--- src/rtl/core/dttm_pkg.sv ---
// Shared types, constants and helper functions of the duration text parser.
package dttm_pkg;

  localparam int FRAC_DIGITS = 9;

  localparam int WHOLE_W = 54;
  localparam logic [WHOLE_W-1:0] WHOLE_CAP = '1;
  localparam int HALF_W = WHOLE_W / 2;
  localparam logic [63:0] SAT_LIMIT = 64'h7FFF_FFFF_FFFF_FFFF;

  localparam int Q_W = 10;     // thousandths from the first three fraction digits
  localparam int K_W = 17;     // seconds per unit
  localparam int M_W = 27;     // milliseconds per unit
  localparam int Y_W = 17;     // sub-millisecond fraction term
  localparam int C_W = 50;     // reciprocal constant
  localparam int C_LO_W = 25;

  typedef enum logic [1:0] {
    FAM_SEC,
    FAM_MIN,
    FAM_HOUR,
    FAM_DAY
  } fam_t;

  typedef struct packed {
    logic valid;
    logic commit;
    logic done;
    logic ok;
    logic neg;
    fam_t fam;
  } tok_ctl_t;

  function automatic logic [39:0] pow10(input logic [3:0] n);
    case (n)
      4'd0:    pow10 = 40'd1;
      4'd1:    pow10 = 40'd10;
      4'd2:    pow10 = 40'd100;
      4'd3:    pow10 = 40'd1000;
      4'd4:    pow10 = 40'd10000;
      4'd5:    pow10 = 40'd100000;
      4'd6:    pow10 = 40'd1000000;
      4'd7:    pow10 = 40'd10000000;
      4'd8:    pow10 = 40'd100000000;
      4'd9:    pow10 = 40'd1000000000;
      4'd10:   pow10 = 40'd10000000000;
      4'd11:   pow10 = 40'd100000000000;
      4'd12:   pow10 = 40'd1000000000000;
      default: pow10 = 40'd0;
    endcase
  endfunction

  // divisor of the tail digits (fourth fraction digit onward)
  function automatic logic [39:0] tail_div(input int fd);
    tail_div = (fd > 3) ? pow10(4'(fd - 3)) : 40'd1;
  endfunction

  function automatic int tail_width(input int fd);
    int w;
    w = $clog2(tail_div(fd));
    tail_width = (w < 1) ? 1 : w;
  endfunction

  function automatic int magic_shift(input int fd);
    magic_shift = 2 * $clog2(tail_div(fd)) + 1;
  endfunction

  // ceil-like reciprocal: floor(k * 2^S / D) + 1, by bitwise long division
  function automatic logic [C_W-1:0] magic_c(input int k, input int fd);
    logic [127:0] num;
    logic [127:0] quo;
    logic [127:0] rem;
    logic [127:0] dv;
    num = 128'(k) << magic_shift(fd);
    dv = 128'(tail_div(fd));
    quo = '0;
    rem = '0;
    for (int i = 127; i >= 0; i--) begin
      rem = {rem[126:0], num[i]};
      if (rem >= dv) begin
        rem = rem - dv;
        quo[i] = 1'b1;
      end
    end
    magic_c = C_W'(quo + 128'd1);
  endfunction

  function automatic logic [K_W-1:0] unit_sec(input fam_t f);
    case (f)
      FAM_SEC:  unit_sec = K_W'(1);
      FAM_MIN:  unit_sec = K_W'(60);
      FAM_HOUR: unit_sec = K_W'(3600);
      FAM_DAY:  unit_sec = K_W'(86400);
      default:  unit_sec = K_W'(1);
    endcase
  endfunction

  function automatic logic [M_W-1:0] unit_ms(input fam_t f);
    unit_ms = M_W'(unit_sec(f) * 27'd1000);
  endfunction

endpackage

--- src/rtl/core/dttm_part.sv ---
// Part value pipeline: whole and fraction times unit, saturated, four stages.
module dttm_part
  import dttm_pkg::*;
#(
  parameter int FracDigits = FRAC_DIGITS,
  parameter int RW = tail_width(FRAC_DIGITS)
) (
  input  logic               clk,
  input  logic               rst_n,
  input  logic               adv,
  input  tok_ctl_t           tok_ctl,
  input  logic [WHOLE_W-1:0] tok_whole,
  input  logic [Q_W-1:0]     tok_q,
  input  logic [RW-1:0]      tok_tail,
  output tok_ctl_t           part_ctl_r,
  output logic [62:0]        part_r
);

  localparam int S = magic_shift(FracDigits);
  localparam int PW = RW + C_W + 1;
  localparam logic [C_W-1:0] MAGIC_S = magic_c(1, FracDigits);
  localparam logic [C_W-1:0] MAGIC_M = magic_c(60, FracDigits);
  localparam logic [C_W-1:0] MAGIC_H = magic_c(3600, FracDigits);
  localparam logic [C_W-1:0] MAGIC_D = magic_c(86400, FracDigits);

  tok_ctl_t                 ctl1_r, ctl2_r, ctl3_r;
  logic [2*HALF_W-1:0]      pw_hi1_r, pw_lo1_r;
  logic [Q_W-1:0]           q1_r, q2_r;
  logic [RW-1:0]            tail1_r;
  logic [62:0]              wsat2_r, wsat3_r;
  logic [RW+C_LO_W-1:0]     pr_hi2_r, pr_lo2_r;
  logic [M_W-1:0]           qk3_r;
  logic [Y_W-1:0]           y3_r;

  logic [M_W-1:0]           m1;
  logic [C_W-1:0]           magic;
  logic [HALF_W+2*HALF_W:0] wprod;
  logic [PW-1:0]            prod;
  logic [63:0]              psum;

  assign m1 = unit_ms(tok_ctl.fam);

  always_comb begin
    case (ctl1_r.fam)
      FAM_SEC:  magic = MAGIC_S;
      FAM_MIN:  magic = MAGIC_M;
      FAM_HOUR: magic = MAGIC_H;
      default:  magic = MAGIC_D;
    endcase
  end

  assign wprod = ({(HALF_W+1)'(0), pw_hi1_r} << HALF_W) + (3*HALF_W+1)'(pw_lo1_r);
  assign prod  = (PW'(pr_hi2_r) << C_LO_W) + PW'(pr_lo2_r);
  assign psum  = {1'b0, wsat3_r} + 64'(qk3_r) + 64'(y3_r);

  always_ff @(posedge clk) begin
    if (!rst_n) begin
      ctl1_r     <= '0;
      ctl2_r     <= '0;
      ctl3_r     <= '0;
      part_ctl_r <= '0;
    end else if (adv) begin
      ctl1_r     <= tok_ctl;
      ctl2_r     <= ctl1_r;
      ctl3_r     <= ctl2_r;
      part_ctl_r <= ctl3_r;
    end
  end

  always_ff @(posedge clk) begin
    if (adv) begin
      // stage 1: whole amount split in halves times milliseconds per unit
      pw_hi1_r <= tok_whole[WHOLE_W-1:HALF_W] * m1;
      pw_lo1_r <= tok_whole[HALF_W-1:0] * m1;
      q1_r     <= tok_q;
      tail1_r  <= tok_tail;
      // stage 2: saturate whole term; tail digits times reciprocal
      wsat2_r  <= (wprod > (3*HALF_W+1)'(SAT_LIMIT)) ? SAT_LIMIT[62:0] : wprod[62:0];
      pr_hi2_r <= tail1_r * magic[C_W-1:C_LO_W];
      pr_lo2_r <= tail1_r * magic[C_LO_W-1:0];
      q2_r     <= q1_r;
      // stage 3: thousandths times seconds, tail quotient
      wsat3_r  <= wsat2_r;
      qk3_r    <= M_W'(q2_r) * M_W'(unit_sec(ctl2_r.fam));
      y3_r     <= Y_W'(prod >> S);
      // stage 4: saturated part total
      part_r   <= (psum > SAT_LIMIT) ? SAT_LIMIT[62:0] : psum[62:0];
    end
  end

endmodule

--- config.mk ---
export PLATFORM = sky130hd
export DESIGN_NAME = dttm_part
export DESIGN_NICKNAME = d
export VERILOG_FILES = /design/src/rtl/core/dttm_pkg.sv /design/src/rtl/core/dttm_part.sv
export SDC_FILE = /design/constraint.sdc
export NUM_CORES = 2
export LEC_CHECK = 0
export ABC_AREA = 1
export BUFFER_PORTS_ARGS = -buffer_cell sky130_fd_sc_hd__buf_4
export CORE_MARGIN = 1
export CORE_UTILIZATION = 35
export CTS_CLUSTER_SIZE = 20
export DETAILED_ROUTE_END_ITERATION = 12
export GPL_ROUTABILITY_DRIVEN = 0
export PLACE_DENSITY_LB_ADDON = 0.05
export SYNTH_ARGS = -nofsm -noshare
export SYNTH_HDL_FRONTEND = slang
export SYNTH_SLANG_ARGS = --single-unit
--- constraint.sdc ---
create_clock -name clk -period 9.8 [get_ports clk]
set_input_delay 0.98 -clock clk [delete_from_list [all_inputs] [get_ports clk]]
set_output_delay 0.98 -clock clk [all_outputs]
set_load 0.01 [all_outputs]
# Word level (Yosys, flattened, before mapping)
# Index checks and enable logic that the tools add are counted.
# W data, S select, Z words.
classes:
  add_sub_neg: 4
  n_mul: 6
  n_lt_le_gt_ge: 2
  eq_ne: 8
  n_mux: 4
  n_reduce_logical: 3
op_table:
  columns: ["op", "count"]
  rows:
  - ["$pmux W17 S4", 2]
  - ["$pmux W38 S3", 1]
  - ["$mul A27 B24 Y51", 2]
  - ["$add A81 B54 Y82", 1]
  - ["$gt A82 B63 Y1 const B", 1]
  - ["$add A63 B27 Y64", 1]
  - ["$add A64 B17 Y64", 1]
  - ["$gt A64 B63 Y1 const B", 1]
  - ["$add A58 B45 Y58", 1]
  - ["$mul A20 B25 Y45", 1]
  - ["$mul A20 B13 Y33", 1]
  - ["$mul A10 B17 Y27", 1]
  - ["$mul A17 B7 Y24 const B", 1]
  - ["$mux W17", 1]
  - ["$eq A2 B2 Y1 const B", 5]
  - ["$eq A2 B1 Y1 const B", 3]
  - ["$logic_not A2 Y1", 3]
totals:
  reg_bits: 481
  word_cells: 63

# Logic depth before layout (Yosys ltp)
logic_depth:
  ltp_word: 4
  depth_mapped: 42
  ltp_nobuf: 38

# Worst setup path after synthesis
# OpenSTA, ideal clock, no wires.
synth_timing:
  path_kind: "input -> register"
  startpoint: "input port tok_ctl[0] (netlist name)"
  endpoint: "register pw_hi1_r[52], data pin"
  arrival_ns: 8.659
  t_required_ns: 9.540
  setup_slack_ns: 0.881
  cell_stages: 40
  n_path_buf: 4
  path_cell_list: "inv_2 -> clkbuf_1 -> ha_1 -> nor2_1 -> clkbuf_1 -> xnor2_1 -> ha_1 -> a21o_1 -> a21boi_0 -> inv_1 -> or2_2 -> nand2_1 -> inv_1 -> clkbuf_1 -> buf_2 -> nand2_1 -> fa_1 -> inv_1 -> [4 not listed] -> inv_1 -> fa_1 -> fa_1 -> inv_1 -> fa_1 -> inv_1 -> ha_1 -> nand2_1 -> nor2_1 -> inv_1 -> nor2_1 -> inv_1 -> nor3_1 -> nand3_1 -> nand3_1 -> nand2_1 -> nand3_1 -> xor2_1"
synth_via:
  elab_chain_len: 4
  word_cells_on_any_way: 7
  classes_between: "mul (2); eq/ne (3); mux (1); reduce/logical (1)"
synth_rtl:
  columns: ["item", "line_no", "source"]
  rows:
  - ["from (decl)", "dttm_part.sv:11", "input tok_ctl_t tok_ctl,"]
  - ["$eq A2 B2 Y1 (tied with other cells)", "dttm_pkg.sv:89", "case (f)"]
  - ["$pmux W17 S4 (*)", "dttm_pkg.sv:89", null]
  - ["$mul A17 B7 Y24 (*)", "dttm_pkg.sv:99", "unit_ms = M_W'(unit_sec(f) * 27'd1000);"]
  - ["$mul A27 B24 Y51 (*)", "dttm_part.sv:73", "pw_hi1_r <= tok_whole[WHOLE_W-1:HALF_W] * m1;"]
  - ["to (signal assigned)", "dttm_part.sv:73", null]
  - ["to (decl)", "dttm_part.sv:27", "logic [2*HALF_W-1:0] pw_hi1_r, pw_lo1_r;"]
# Mark *: on every way between the ends. The rest lies on a longest branch, timed or not. The select of a mux whose other input is x is not followed.
# A chain may end at the register's enable or synchronous reset.

# Final worst setup path
layout_timing:
  startpoint: "input port tok_ctl[1] (netlist name)"
  endpoint: "register pw_lo1_r[50], data pin"
layout_via:
  elab_chain_len: 4
  word_cells_on_any_way: 7
  classes_between: "mul (2); eq/ne (3); mux (1); reduce/logical (1)"
layout_rtl:
  columns: ["item", "line_no", "source"]
  rows:
  - ["$eq A2 B2 Y1 (tied with other cells)", "dttm_pkg.sv:89", null]
  - ["$pmux W17 S4 (*)", "dttm_pkg.sv:89", null]
  - ["$mul A17 B7 Y24 (*)", "dttm_pkg.sv:99", null]
  - ["$mul A27 B24 Y51 (*)", "dttm_part.sv:74", "pw_lo1_r <= tok_whole[HALF_W-1:0] * m1;"]
  - ["to (signal assigned)", "dttm_part.sv:74", null]
  - ["to (decl)", "dttm_part.sv:27", null]
# Marks and branches as above.

==> impl_metrics.toml <==
[run]
cap_violations = 0

[cts]
h-tree-depth = 2
insertion_delay_ns = 0.68
post_cts_buffers = 0
cts.reportedPaths.clkPinSlew_ns = 0.07
cts_buffers = 53
tritoncts = "built"
cts_hold_buf = 0
cts_max_path_buffers = 3
cts.sinks = 452
cts_root_buffer = "clkbuf_16"
ctsResizeCount = 0

[placement]
dp_worst_setup_slack_ns = -0.181
hpwl_um = 248000
portBuffers = 163

[yosys]
netlist_instances = 10000
synth-xor-area-share = 0.0261
synth_edf_count = 424
yosysTopAreaCellShare = 0.381
ys_types = 50
syn_avg_cell_area_sq_um = 8.71
muxShareOfSynthArea = 0
synth_ff_type = "edfxtp_1"
synth-adder-area-share = 0.506
yosysWarnings = 0
ys_seq_area_frac = 0.153
synth_top_family_by_area = "adder cells"
synth_nets = 12600
synth_common_cells = "inv_1, nand2_1, fa_1"
synth-async-reset-ratio = 0
netlist_top_cells_area = "fa_1, edfxtp_1, inv_1"
yosys.area_share.simple = 0.134
synth_area_sq_um = 87100
synth-seq-cells = 452
yosys.area.top_type = "fa_1"
synth_compound_area_frac = 0.0433
synth.most_common_cell = "inv_1"

[detailed_routing]
drt_pass1_iterations = 7
via_per_inst = 4.74
drtIter0Drc = 3729
routed_wl_um = 284000
drc = 0
ant_nets = 0
num_vias = 63600
wl_per_cell_um = 21.2

[sta]
finalSetupViolCount = 0
slew_headroom = 0.259
min_period_over_period = 0.942
rsz0062_at_grt = "false"
whs_ns = 0.415
min_period_ns = 9.23
maxSlewViolCount = 0
setup_tns_ns = 0
worst_pin_slew_ns = 1.11
layout_setup_ws_ns = 0.567
max_clock_freq_ghz = 0.108
skew_ns = 0.0576
finalHoldViolations = 0

[die]
ioPinCount = 164
fp.dieW_um = 501
fp.dieH_um = 501
start_util = 0.353
core_area_sq_um = 247000
die-area_sq_um = 251000
rows = 182

[grt]
grt_pass1_vias = 69100
grt_pass1_wl_um = 435000
antenna_found_initial = 3
grt_max_degree = 168
grt.total_usage = 0.231
grt-ovfl-total = 0

[setup_path]
crit_type = "input port to flip-flop"
end_kind = "flip-flop"
crit_fanout = 17
worstSetupStartpointType = "input port"
crit_slowest_cell = "fa_1"
cpPeakStageDelay_ns = 0.57
required_ns = 10.27
arrival_ns = 9.71
crit_top_cell = "inv_1"

[hold_path]
hold_path_class = "flip-flop to flip-flop"

[layout]
nNetsFinal = 12700
layout-drive-gt1-share = 0.0366
syn_to_final_growth_pct = 7.97
fillerInstances = 25500
fin_util = 0.382

[run_status]
status = "complete, no violations"
## worst paths after layout
kind / startpoint / depth (start not counted) / slack, ns / to
setup / recovery: tok_ctl[1] / 35 / 0.57 / pw_lo1_r[50]
hold / removal: wsat2_r[24] / 0 / 0.41 / wsat3_r[24]
setup reg to reg: ctl1_r[1] / 22 / 1.33 / pr_lo2_r[43]
hold reg to reg: wsat2_r[24] / 0 / 0.41 / wsat3_r[24]
## metrics by stage
stage / instances / instance area, sq um
floorplan: 10000 / 87100
global placement: 13300 / 92200
detailed placement: 13300 / 92200
CTS: 13400 / 94100
global route: 13400 / 94100
finish: 13400 / 94100
## cell usage in the layout (no fill, tap or decap), drive strengths merged, types with 69 or more instances in the layout
| master | instances |
|---|---|
| fa | 1659 |
| ha | 868 |
| nand2 | 1791 |
| nor3 | 69 |
| inv | 2957 |
| nor2 | 694 |
| xor2 | 157 |
| xnor2 | 103 |
| nand4 | 101 |
| edfxtp | 424 |
| nand3 | 175 |
| o21ai | 200 |
| a21oi | 305 |
| buf | 236 |
## logic make-up after synthesis
group,count (synthesis)
compound gates,676
buf+inv,3196
flops,452
fa+ha+maj,2527
xor+xnor,260
simple gates,2891
## flip-flops by register name, indices dropped and copies added (netlist names)
signal / cells
ctl3_r: 7
ctl1_r: 7
wsat2_r: 61
q1_r: 10
tail1_r: 20
ctl2_r: 7
wsat3_r: 61
q2_r: 10
part_ctl_r: 7
qk3_r: 27
pr_hi2_r: 33
pw_hi1_r: 51
y3_r: 17
pr_lo2_r: 20
part_r: 63
pw_lo1_r: 51
## worst max-delay path: cells and delay by family
family          cells  cell delay, ns
compound gates      3            0.82
xor+xnor            1            0.29
fa+ha+maj          12            4.82
buf+inv            10            1.21
simple gates        9            1.55
## metal layers
| layer | part of all wire | GRT usage | wire length [um] |
|---|---|---|---|
| met1 | 0.48 | 0.330 | 136000 |
| met2 | 0.46 | 0.381 | 132000 |
| met3 | 0.039 | 0.0193 | 11000 |
| met4 | 0.019 | 0.0425 | 5480 |
| met5 | 0.000046 | 0 | 13 |
## cell type report
type,instances,area [sq um],share of cell area
Timing Repair Buffer,236,1870,0.0198
Multi-Input combinational cell,6354,61800,0.657
Inverter,2957,11100,0.118
Sequential cell,452,13300,0.141
Clock buffer,57,1340,0.0143
Antenna cell,1,2.50,0.0000266
Clock inverter,43,532,0.00565
Tap cell,3312,4140,0.0440
Power is not shown: default switching activity piles up to over one toggle a cycle in this logic, so the estimate is an artifact.
