`src/rtl/core/dttm_pkg.sv`:
```
// Shared types, constants and helper functions of the duration text parser.
package dttm_pkg;

  localparam int FRAC_DIGITS = 9;

  localparam int WHOLE_W = 54;
  localparam logic [WHOLE_W-1:0] WHOLE_CAP = '1;
  localparam int HALF_W = WHOLE_W / 2;
  localparam logic [63:0] SAT_LIMIT = 64'h7FFF_FFFF_FFFF_FFFF;

  localparam int Q_W = 10;     // thousandths from the first three fraction digits
  localparam int K_W = 17;     // seconds per unit
  localparam int M_W = 27;     // milliseconds per unit
  localparam int Y_W = 17;     // sub-millisecond fraction term
  localparam int C_W = 50;     // reciprocal constant
  localparam int C_LO_W = 25;

  typedef enum logic [1:0] {
    FAM_SEC,
    FAM_MIN,
    FAM_HOUR,
    FAM_DAY
  } fam_t;

  typedef struct packed {
    logic valid;
    logic commit;
    logic done;
    logic ok;
    logic neg;
    fam_t fam;
  } tok_ctl_t;

  function automatic logic [39:0] pow10(input logic [3:0] n);
    case (n)
      4'd0:    pow10 = 40'd1;
      4'd1:    pow10 = 40'd10;
      4'd2:    pow10 = 40'd100;
      4'd3:    pow10 = 40'd1000;
      4'd4:    pow10 = 40'd10000;
      4'd5:    pow10 = 40'd100000;
      4'd6:    pow10 = 40'd1000000;
      4'd7:    pow10 = 40'd10000000;
      4'd8:    pow10 = 40'd100000000;
      4'd9:    pow10 = 40'd1000000000;
      4'd10:   pow10 = 40'd10000000000;
      4'd11:   pow10 = 40'd100000000000;
      4'd12:   pow10 = 40'd1000000000000;
      default: pow10 = 40'd0;
    endcase
  endfunction

  // divisor of the tail digits (fourth fraction digit onward)
  function automatic logic [39:0] tail_div(input int fd);
    tail_div = (fd > 3) ? pow10(4'(fd - 3)) : 40'd1;
  endfunction

  function automatic int tail_width(input int fd);
    int w;
    w = $clog2(tail_div(fd));
    tail_width = (w < 1) ? 1 : w;
  endfunction

  function automatic int magic_shift(input int fd);
    magic_shift = 2 * $clog2(tail_div(fd)) + 1;
  endfunction

  // ceil-like reciprocal: floor(k * 2^S / D) + 1, by bitwise long division
  function automatic logic [C_W-1:0] magic_c(input int k, input int fd);
    logic [127:0] num;
    logic [127:0] quo;
    logic [127:0] rem;
    logic [127:0] dv;
    num = 128'(k) << magic_shift(fd);
    dv = 128'(tail_div(fd));
    quo = '0;
    rem = '0;
    for (int i = 127; i >= 0; i--) begin
      rem = {rem[126:0], num[i]};
      if (rem >= dv) begin
        rem = rem - dv;
        quo[i] = 1'b1;
      end
    end
    magic_c = C_W'(quo + 128'd1);
  endfunction

  function automatic logic [K_W-1:0] unit_sec(input fam_t f);
    case (f)
      FAM_SEC:  unit_sec = K_W'(1);
      FAM_MIN:  unit_sec = K_W'(60);
      FAM_HOUR: unit_sec = K_W'(3600);
      FAM_DAY:  unit_sec = K_W'(86400);
      default:  unit_sec = K_W'(1);
    endcase
  endfunction

  function automatic logic [M_W-1:0] unit_ms(input fam_t f);
    unit_ms = M_W'(unit_sec(f) * 27'd1000);
  endfunction

endpackage

```
`src/rtl/core/dttm_scan.sv`:
```
// Character scanner: grammar state machine, digit accumulation, part tokens.
module dttm_scan
  import dttm_pkg::*;
#(
  parameter int FracDigits = FRAC_DIGITS,
  parameter int RW = tail_width(FRAC_DIGITS)
) (
  input  logic                clk,
  input  logic                rst_n,
  input  logic                adv,
  input  logic                in_valid,
  input  logic [7:0]          in_char_code,
  input  logic                in_last_char,
  output tok_ctl_t            tok_ctl_r,
  output logic [WHOLE_W-1:0]  tok_whole_r,
  output logic [Q_W-1:0]      tok_q_r,
  output logic [RW-1:0]       tok_tail_r
);

  typedef enum logic [2:0] {
    PH_LEAD, PH_SIGNED, PH_WHOLE, PH_DOT, PH_FRAC, PH_GAP, PH_UNIT, PH_SEP
  } phase_t;

  phase_t             phase_r, phase_nxt;
  fam_t               fam_r, fam_nxt;
  logic [2:0]         ucnt_r, ucnt_nxt;
  logic               neg_r, neg_nxt;
  logic               err_r, err_nxt;
  logic [WHOLE_W-1:0] whole_r, whole_nxt;
  logic [Q_W-1:0]     q_r, q_nxt;
  logic [RW-1:0]      tail_r, tail_nxt;
  logic [3:0]         cnt_r, cnt_nxt;
  tok_ctl_t           tok_ctl_nxt;

  logic               take;
  logic               is_ws, is_dig, is_let;
  logic [7:0]         lc;
  logic [3:0]         dig;
  logic [WHOLE_W+3:0] w10;
  logic               commit_feed;
  logic               ok_end;
  logic [3:0]         widx;

  function automatic logic [7:0] unit_char(input fam_t f, input logic [2:0] n);
    logic [7:0] ch;
    ch = 8'h00;
    case (f)
      FAM_SEC: begin
        case (n)
          3'd1: ch = "e"; 3'd2: ch = "c"; 3'd3: ch = "o";
          3'd4: ch = "n"; 3'd5: ch = "d"; 3'd6: ch = "s";
          default: ch = 8'h00;
        endcase
      end
      FAM_MIN: begin
        case (n)
          3'd1: ch = "i"; 3'd2: ch = "n"; 3'd3: ch = "u";
          3'd4: ch = "t"; 3'd5: ch = "e"; 3'd6: ch = "s";
          default: ch = 8'h00;
        endcase
      end
      FAM_HOUR: begin
        case (n)
          3'd1: ch = "o"; 3'd2: ch = "u"; 3'd3: ch = "r"; 3'd4: ch = "s";
          default: ch = 8'h00;
        endcase
      end
      default: begin
        case (n)
          3'd1: ch = "a"; 3'd2: ch = "y"; 3'd3: ch = "s";
          default: ch = 8'h00;
        endcase
      end
    endcase
    unit_char = ch;
  endfunction

  // length of the full unit word
  function automatic logic [2:0] unit_len(input fam_t f);
    case (f)
      FAM_SEC, FAM_MIN: unit_len = 3'd7;
      FAM_HOUR:         unit_len = 3'd5;
      default:          unit_len = 3'd4;
    endcase
  endfunction

  // n == 0 encodes the short plurals secs / mins
  function automatic logic accepts(input fam_t f, input logic [2:0] n);
    logic a;
    if (n == 3'd0) a = (f == FAM_SEC) || (f == FAM_MIN);
    else if (n == 3'd1) a = 1'b1;
    else if ((f == FAM_SEC) || (f == FAM_MIN)) a = (n == 3'd3) || (n == 3'd6) || (n == 3'd7);
    else if (f == FAM_HOUR) a = (n == 3'd4) || (n == 3'd5);
    else a = (n == 3'd3) || (n == 3'd4);
    accepts = a;
  endfunction

  assign take   = in_valid && adv;
  assign is_ws  = (in_char_code == 8'd32) || (in_char_code inside {[8'd9:8'd13]});
  assign is_dig = in_char_code inside {["0":"9"]};
  assign is_let = (in_char_code inside {["a":"z"]}) || (in_char_code inside {["A":"Z"]});
  assign lc     = in_char_code | 8'h20;
  assign dig    = in_char_code[3:0];
  assign w10    = ({4'b0, whole_r} << 3) + ({4'b0, whole_r} << 1) + (WHOLE_W+4)'(dig);
  assign widx   = 4'(FracDigits - 1) - cnt_r;

  always_comb begin
    logic unit_ok;
    phase_nxt   = phase_r;
    fam_nxt     = fam_r;
    ucnt_nxt    = ucnt_r;
    neg_nxt     = neg_r;
    err_nxt     = err_r;
    whole_nxt   = whole_r;
    q_nxt       = q_r;
    tail_nxt    = tail_r;
    cnt_nxt     = cnt_r;
    commit_feed = 1'b0;
    unit_ok     = 1'b0;

    if (!err_r) begin
      case (phase_r)
        PH_LEAD, PH_SIGNED, PH_SEP: begin
          if (is_ws) begin
            phase_nxt = phase_r;
          end else if ((phase_r == PH_LEAD) && (in_char_code == "+" || in_char_code == "-")) begin
            neg_nxt   = (in_char_code == "-");
            phase_nxt = PH_SIGNED;
          end else if (is_dig) begin
            whole_nxt = WHOLE_W'(dig);
            q_nxt     = '0;
            tail_nxt  = '0;
            cnt_nxt   = '0;
            ucnt_nxt  = '0;
            fam_nxt   = FAM_SEC;
            phase_nxt = PH_WHOLE;
          end else begin
            err_nxt = 1'b1;
          end
        end
        PH_WHOLE, PH_DOT, PH_FRAC, PH_GAP: begin
          if (is_dig && phase_r == PH_WHOLE) begin
            whole_nxt = (w10 > {4'b0, WHOLE_CAP}) ? WHOLE_CAP : w10[WHOLE_W-1:0];
          end else if (is_dig && (phase_r == PH_DOT || phase_r == PH_FRAC)) begin
            if (cnt_r < 4'(FracDigits)) begin
              if (cnt_r < 4'd3) begin
                q_nxt = q_r + Q_W'(dig) * Q_W'(pow10(4'd2 - cnt_r));
              end else begin
                tail_nxt = tail_r + RW'(dig) * RW'(pow10(widx));
              end
              cnt_nxt = cnt_r + 4'd1;
            end
            phase_nxt = PH_FRAC;
          end else if (in_char_code == "." && phase_r == PH_WHOLE) begin
            phase_nxt = PH_DOT;
          end else if (is_ws && (phase_r == PH_WHOLE || phase_r == PH_FRAC)) begin
            phase_nxt = PH_GAP;
          end else if (is_ws && phase_r == PH_GAP) begin
            phase_nxt = PH_GAP;
          end else if (is_let && phase_r != PH_DOT) begin
            ucnt_nxt  = 3'd1;
            phase_nxt = PH_UNIT;
            case (lc)
              "s":     fam_nxt = FAM_SEC;
              "m":     fam_nxt = FAM_MIN;
              "h":     fam_nxt = FAM_HOUR;
              "d":     fam_nxt = FAM_DAY;
              default: begin
                err_nxt   = 1'b1;
                ucnt_nxt  = ucnt_r;
                phase_nxt = phase_r;
              end
            endcase
          end else begin
            err_nxt = 1'b1;
          end
        end
        PH_UNIT: begin
          if (is_let) begin
            if (ucnt_r == 3'd0) begin
              err_nxt = 1'b1;
            end else if (ucnt_r < unit_len(fam_r) && lc == unit_char(fam_r, ucnt_r)) begin
              ucnt_nxt = ucnt_r + 3'd1;
            end else if ((fam_r == FAM_SEC || fam_r == FAM_MIN) && ucnt_r == 3'd3
                         && lc == "s") begin
              ucnt_nxt = 3'd0;
            end else begin
              err_nxt = 1'b1;
            end
          end else if (is_ws && accepts(fam_r, ucnt_r)) begin
            commit_feed = 1'b1;
            phase_nxt   = PH_SEP;
          end else begin
            err_nxt = 1'b1;
          end
        end
        default: err_nxt = 1'b1;
      endcase
    end

    unit_ok = (phase_nxt == PH_UNIT) && accepts(fam_nxt, ucnt_nxt);
    ok_end  = !err_nxt && ((phase_nxt == PH_SEP) || unit_ok);

    tok_ctl_nxt.valid  = take;
    tok_ctl_nxt.commit = commit_feed || (in_last_char && ok_end && phase_nxt == PH_UNIT);
    tok_ctl_nxt.done   = in_last_char;
    tok_ctl_nxt.ok     = ok_end;
    tok_ctl_nxt.neg    = neg_nxt;
    tok_ctl_nxt.fam    = fam_nxt;
  end

  always_ff @(posedge clk) begin
    if (!rst_n) begin
      phase_r   <= PH_LEAD;
      fam_r     <= FAM_SEC;
      ucnt_r    <= '0;
      neg_r     <= 1'b0;
      err_r     <= 1'b0;
      whole_r   <= '0;
      q_r       <= '0;
      tail_r    <= '0;
      cnt_r     <= '0;
      tok_ctl_r <= '0;
    end else if (adv) begin
      tok_ctl_r <= tok_ctl_nxt;
      if (take) begin
        if (in_last_char) begin
          phase_r <= PH_LEAD;
          fam_r   <= FAM_SEC;
          ucnt_r  <= '0;
          neg_r   <= 1'b0;
          err_r   <= 1'b0;
          whole_r <= '0;
          q_r     <= '0;
          tail_r  <= '0;
          cnt_r   <= '0;
        end else begin
          phase_r <= phase_nxt;
          fam_r   <= fam_nxt;
          ucnt_r  <= ucnt_nxt;
          neg_r   <= neg_nxt;
          err_r   <= err_nxt;
          whole_r <= whole_nxt;
          q_r     <= q_nxt;
          tail_r  <= tail_nxt;
          cnt_r   <= cnt_nxt;
        end
      end
    end
  end

  always_ff @(posedge clk) begin
    if (adv && take) begin
      tok_whole_r <= whole_nxt;
      tok_q_r     <= q_nxt;
      tok_tail_r  <= tail_nxt;
    end
  end

endmodule

```
`config.mk`:
```
export PLATFORM = sky130hd
export DESIGN_NAME = dttm_scan
export DESIGN_NICKNAME = d
export VERILOG_FILES = /design/src/rtl/core/dttm_pkg.sv /design/src/rtl/core/dttm_scan.sv
export SDC_FILE = /design/constraint.sdc
export NUM_CORES = 1
export LEC_CHECK = 0
export BUFFER_PORTS_ARGS = -buffer_cell sky130_fd_sc_hd__buf_2
export CORE_UTILIZATION = 45
export CTS_CLUSTER_SIZE = 8
export DETAILED_ROUTE_END_ITERATION = 6
export PLACE_DENSITY = 0.64
export SYNTH_ARGS = -nofsm -noshare
export SYNTH_HDL_FRONTEND = slang
export SYNTH_SLANG_ARGS = --single-unit
```
`constraint.sdc`:
```
create_clock -name clk -period 8 [get_ports clk]
set_input_delay 1.6 -clock clk [delete_from_list [all_inputs] [get_ports clk]]
set_output_delay 1.6 -clock clk [all_outputs]
set_load 0.02 [all_outputs]
```
* After elaboration in Yosys (flattened, before gate mapping)
Memories as Yosys holds them, arrays and structs flattened.
Cells that the tools add are included.
** Cells by class
- Add/subtract/negate cells :: 8
- $mul :: 2
- Divide/modulo/power cells :: 0
- Muxes and demuxes :: 146
- Bitwise operators :: 0
- Shift operators :: 0
- Reductions and logical operators :: 51
- $lt $le $gt $ge :: 12
- Equal/unequal tests :: 43
** Operator list (count)
- $mux 54 :: 7
- $mux 20 :: 15
- $mux 10 :: 15
- $pmux 54 s2 :: 1
- $mux 3 :: 34
- $pmux 7 s6 :: 2
- $add 57x55->58 :: 1
- $add 58x4->58 :: 1
- $gt 58x54->1 const B :: 1
- $eq 3x3->1 const B :: 14
- $pmux 20 s2 :: 1
- $mux 1 :: 37
- $eq 8x6->1 const B :: 4
- $mux 4 :: 8
- $mux 8 :: 4
- $eq 7x6->1 const B :: 4
- $pmux 7 s4 :: 1
- $pmux 8 s3 :: 1
- $mux 2 :: 11
- $logic_and 1x1->1 :: 21
- $pmux 7 s3 :: 1
- $add 20x20->20 :: 1
- $mul 4x20->20 :: 1
- $pmux 10 s2 :: 1
- other kinds (38) :: 75
** Storage, ports and cells
- Memory bits (read-only) :: 1280
- Memories kept :: 2
- Memory bits (writable) :: 0
- Input bits :: 13
- Logic and storage cells :: 282
- Latch bits :: 0
- Bits in registers :: 189
** Memory list
- (no name shown) :: depth 16, bits a word 40, read ports 1, clocked after Yosys merged registers in 0, wr ports 0, RTL line dttm_pkg.sv:35 : case (n)
- (no name shown) :: depth 16, bits a word 40, read ports 1, clocked after Yosys merged registers in 0, wr ports 0, RTL line dttm_pkg.sv:35

* Longest topological paths before layout
- Depth in word-level cells :: 26
- Depth in mapped cells :: 26
- Depth with buffers taken out :: 23

* Worst setup path after synthesis
OpenSTA, ideal clock, no wires.
- Path type :: input to register
- Start point :: in in_char_code[2]
- End point :: reg tok_tail_r[18], data pin
- Data arrival time :: 6.399 ns
- Setup slack :: 1.345 ns
- Stages :: 19
- Setup time :: 0.256 ns
- Cells stage by stage :: clkbuf_1 buf_4 clkbuf_1 clkbuf_1 nand3_1 fa_1 fa_1 fa_1 inv_1 ha_1 a21oi_1 o21ai_0 a41oi_1 o21ai_1 a2111oi_0 nor3_1 a211oi_1 xnor2_1 a22o_1
** Between the ends
- Cells in the longest elaborated chain, start to end :: 8
- Elaborated cells on any way between the ends :: 25
- Those cells by class :: add/sub: 1; mul: 1; order compare: 4; eq/ne: 3; mux: 9; reduce/logical: 7
** Ends and longest elaborated chain
- from (decl) :: RTL line dttm_scan.sv:12 : input logic [7:0] in_char_code,
- $mul 4x20->20 :: RTL line dttm_scan.sv:149 : tail_nxt = tail_r + RW'(dig) * RW'(pow10(widx));
- $add 20x20->20 :: RTL line dttm_scan.sv:149
- $mux 20 :: RTL line dttm_scan.sv:146 : if (cnt_r < 4'd3) begin
- $mux 20 :: RTL line dttm_scan.sv:145 : if (cnt_r < 4'(FracDigits)) begin
- $mux 20 :: RTL line dttm_scan.sv:144 : end else if (is_dig && (phase_r == PH_DOT || phase_r == PH_FRAC)) begin
- $mux 20 :: RTL line dttm_scan.sv:142 : if (is_dig && phase_r == PH_WHOLE) begin
- $pmux 20 s2 (*) :: RTL line dttm_scan.sv:122 : case (phase_r)
- $mux 20 (*) :: RTL line dttm_scan.sv:121 : if (!err_r) begin
- net tail_nxt[18] :: RTL line dttm_scan.sv:31 : logic [RW-1:0] tail_r, tail_nxt;
- to (signal assigned) :: RTL line dttm_scan.sv:256 : tok_tail_r <= tail_nxt;
- to (decl) :: RTL line dttm_scan.sv:17 : output logic [RW-1:0] tok_tail_r
Mark *: on every way through the listed nets, which the timed path passes. The rest lies on a longest branch.
A chain may end at the register's enable or synchronous reset.

* Final worst setup path
- Start point :: reg cnt_r[1]
- End point :: reg tok_tail_r[18], data pin
** Between the ends
- Cells in the longest elaborated chain, start to end :: 16
- Elaborated cells on any way between the ends :: 18
- Those cells by class :: add/sub: 2; mul: 1; order compare: 2; mux: 12; memory: 1
** Ends and longest elaborated chain
- from (decl) :: RTL line dttm_scan.sv:32 : logic [3:0] cnt_r, cnt_nxt;
- from (signal assigned) :: RTL line dttm_scan.sv:246 : cnt_r <= cnt_nxt;
- $sub 4x4->4 :: RTL line dttm_scan.sv:105 : assign widx = 4'(FracDigits - 1) - cnt_r;
- $mem_v2 16x40
- $mux 20 :: RTL line dttm_scan.sv:146
- $mux 20 :: RTL line dttm_scan.sv:145
- $mux 20 :: RTL line dttm_scan.sv:144
- $mux 20 :: RTL line dttm_scan.sv:142
- $mux 20 :: RTL line dttm_scan.sv:122
- $mux 20 :: RTL line dttm_scan.sv:121
- $mul 4x20->20 :: RTL line dttm_scan.sv:149
- $add 20x20->20 :: RTL line dttm_scan.sv:149
- $mux 20 :: RTL line dttm_scan.sv:146
- $mux 20 (*) :: RTL line dttm_scan.sv:145
- $mux 20 (*) :: RTL line dttm_scan.sv:144
- $mux 20 (*) :: RTL line dttm_scan.sv:142
- $pmux 20 s2 (*) :: RTL line dttm_scan.sv:122
- $mux 20 (*) :: RTL line dttm_scan.sv:121
- net tail_nxt[18] :: RTL line dttm_scan.sv:31
Mark *: on every way through the listed nets, which the timed path passes. The rest lies on a longest branch. The select of a mux whose other input is x is not followed.

==> metrics.md <==
| Metric | Value |
|---|---|
| Crit path buffers/inverters | 4 |
| Routed Antenna Nets | 0 |
| # DRC | 0 |
| Slew Limit Fails | 0 |
| GRT Overall Usage | 0.232 |
| Power per cell area | 119 nW/um^2 |
| Multiplexer area fraction after synthesis | 0.00779 |
| Via Count | roughly 15000 |
| Worst reg2reg setup slack | 1240 ps |
| Synthesized-area fraction occupied by and/or/nand/nor cells | 0.204 |
| FMAX | about 150 MHz |
| Longest Clk Path Bufs | 2 |
| Synth Area per Inst | 8.25 um^2 |
| Worst-path clk slew | roughly 80 ps |
| Final layout net count | 2339 |
| Worst Setup Slack, final | 1240 ps |
| Area Overhead vs Synth | 8.58% |
| Total power | 2190 uW |
| Hold WC Path Type | reg2reg |
| Die height | between 150 and 200 um |
| Min Tclk post-route | 6760 ps |
| Dominant combinational cell family by area after synthesis | compound AO/OA/AOI/OAI gates |
| Status | completed |
| Synth Area in Adders | 0.201 |
| Period utilization | 0.845 |
| Worst slack, placed | around 950 ps |
| Net Count, Synth | around 2300 |
| Gr ovfl total | 0 |
| Post-detailed-placement half-perimeter wirelength | roughly 32000 um |
| I/O pin count | 104 |
| Yosys cell types | 90 |
| Routed WL | 44000 um |
| Critical-path top delay cell | nor2_1 |
| DRT iter0 DRCs | between 1000 and 1500 |
| Post-synth ARST share | 0 |
| Setup TNS | 0 ps |
| Synth Register Bits | about 190 |
| Cts repair resizes | 0 |
| Synthesized instance count | slightly above 2000 |
| Number of H-tree levels | 4 |
| Pleak | slightly above 0.008 uW |
| Starting Density | 0.461 |
| # port buffers | between 100 and 150 |
| # diodes | 0 |
| CTS tree | yes |
| Fill cell count | approximately 3600 |
| Site Rows | 70 |
| XOR/XNOR share of the synthesized area | 0.0514 |
| Yosys warnings | 0 |
| Clk_lat worst skew | 470 ps |
| Drt pass-1 iters | 6 |
| Compound-Gate Fraction of Synth Area | 0.205 |
| Max transition margin | 0.210 |
| Max_cap viols | 0 |
| Multi-input logic area | between 10000 and 15000 um^2 |
| Total CTS buffers | 17 |
| Unrepaired setup endpoints after global routing | no |
| Final core occ | 0.500 |
| Critical Path, Cell by Cell | inv_1, ha_1, xnor2_1, buf_4, nor2_1, and3_1, fa_1, fa_1, inv_1, fa_1, inv_1, ha_1, o21a_1, o21ai_0, nand2b_1, a41oi_1, o21ai_1, a2111oi_0, nor3_1, a211oi_1, xnor2_1, a22o_1 |
| Crit path max fanout | 17 |
| Global-route wire length before repair | about 73000 um |
| Die area | 38600 um^2 |
| Initial antenna violation count | 2 |
| VDD IR max | roughly 160 uV |
| Synth Cell Area | 17000 um^2 |
| CTS sink count | 189 |
| Final Hold Viols | 0 |
| Placer congestion estimate | ~0.94 |
| CP max stage delay | between 600 and 700 ps |
| Worst EP required | 8220 ps |
| CP arrival | roughly 7000 ps |
| Finish-stage setup viols | 0 |
| Vias per Instance | approximately 5.7 |
| Share of cells above drive strength 1 | 0.0844 |
| Die width | roughly 200 um |
| WS Path Type | reg2reg |
| Hold slack | approximately 490 ps |
| Register area share after synthesis | 0.271 |
| Root Buffer | clkbuf_16 |
| Post-synth top flop | dfxtp_1 |
| Post-CTS setup buffer count | 0 |
| Setup crit end kind | register |
| Drt wl/cell | roughly 17 um |
| Post-synth EDFFs | 84 |
| Core ar. | approximately 37000 um^2 |
| Cts hold-fix bufs | 0 |
| Clk_skew | about 16 ps |
| Top Family by Delay on Critical Path | adder cells |
| Startpoint type of the worst setup path | register |
| Vias in the first global route | around 14000 |
| Slew @ Worst Pin | approximately 1200 ps |
| Register area | between 4000 and 5000 um^2 |
| Largest net degree at the start of global routing | roughly 60 |
-- per-stage QoR --
step | cell area, um^2 | std cells
after floorplan | 17000 | 2064
after global placement | 17900 | 2581
after detailed placement | 17900 | 2581
after CTS | 18500 | 2613
after global routing | 18500 | 2613
final | 18500 | 2613
-- cell type report --
| class | count | area share |
|---|---|---|
| clock buffers | 17 | 0.0230 |
| flip-flops and latches | 189 | 0.250 |
| multi-input cells | 1623 | 0.617 |
| repair buffers | 120 | 0.0348 |
| well taps | 504 | 0.0341 |
| inverters | 145 | 0.0296 |
| clock inverters | 15 | 0.0118 |
-- synthesized netlist by cell type, drive strengths merged, types with 4 or more instances --
library cell	number	area, um^2
a2111oi	6	52.6
a211oi	14	118
a21boi	7	52.6
a21o	32	240
a21oi	129	653
a221oi	4	35.0
a22o	18	158
a22oi	34	255
a311oi	4	35.0
a31oi	12	75.1
a32oi	4	35.0
a41oi	4	35.0
and2	57	357
and3	39	244
and4	4	35.0
buf	27	169
clkbuf	80	303
dfxtp	105	2100
edfxtp	84	2520
fa	72	1440
ha	158	1980
inv	144	541
mux2i	11	110
nand2	277	1040
nand2b	17	106
nand3	38	195
nand3b	6	45.0
nand4	15	93.8
nor2	144	541
nor2b	50	313
nor3	40	210
nor3b	7	52.6
nor4	9	71.3
o21a	16	120
o21ai	203	1020
o21bai	14	105
o22ai	6	37.5
o31ai	13	108
or2	5	33.8
or3	7	43.8
xnor2	63	552
xor2	37	324
-- placed cells by master, fill, tap and decap left out, drive strengths merged, types with 18 or more instances in the layout --
master	n
nand2	277
o21ai	203
ha	158
inv	150
nor2	144
a21oi	129
buf	120
dfxtp	105
edfxtp	84
fa	72
xnor2	63
and2	57
nor2b	50
nor3	40
and3	39
nand3	38
xor2	37
a22oi	34
a21o	32
a22o	18
-- worst reg2reg max path, stage by stage (launching register included) --
cell	delay [ps]
dfxtp_1	530
inv_1	160
ha_1	260
xnor2_1	140
buf_4	190
nor2_1	660
and3_1	290
fa_1	460
fa_1	560
inv_1	50
fa_1	500
inv_1	50
ha_1	340
o21a_1	180
o21ai_0	180
nand2b_1	100
a41oi_1	330
o21ai_1	190
a2111oi_0	600
nor3_1	130
a211oi_1	300
xnor2_1	120
a22o_1	210
-- registers in the layout, indices dropped and copies added, names as in the netlist, 3 cells and up --
register / cells
ucnt_r: 3
whole_r: 54
q_r: 10
tok_tail_r: 20
phase_r: 3
tok_ctl_r: 7
tok_q_r: 10
tail_r: 20
cnt_r: 4
tok_whole_r: 54
-- where the power goes --
group          total [uW]  internal, uW  leakage (uW)  switching [uW]
registers            1030          1020       0.00163            6.74
clock network         939           485      0.000314             453
logic                 228          79.7       0.00616             149
total                2190          1590       0.00810             609
-- logic make-up (layout without fill, tap and decap cells) --
group	count (synthesis)	count (layout)
compound gates	555	555
xor+xnor	100	100
fa+ha+maj	230	230
buf+inv	252	297
flops	189	189
mux	13	13
simple gates	725	725
-- routing by layer --
metal,part of all wire,vias to the layer above,GRT usage,wire length (um)
met4,0.015,4,0.0524,647
met1,0.49,7132,0.334,21700
li1,-,7303,-,-
met2,0.44,374,0.366,19500
met3,0.048,49,0.0337,2100
met5,0.00048,-,0,21
-- path summary, 6_finish.rpt --
kind                                   start        endpoint  cells past startpoint
worst max-delay path                cnt_r[1]  tok_tail_r[18]                     22
worst min-delay path            tok_ctl_r[6]    tok_ctl_r[6]                      2
worst max register to register      cnt_r[1]  tok_tail_r[18]                     22
worst min register to register  tok_ctl_r[6]    tok_ctl_r[6]                      2
Power figures use the tool's default switching activity.
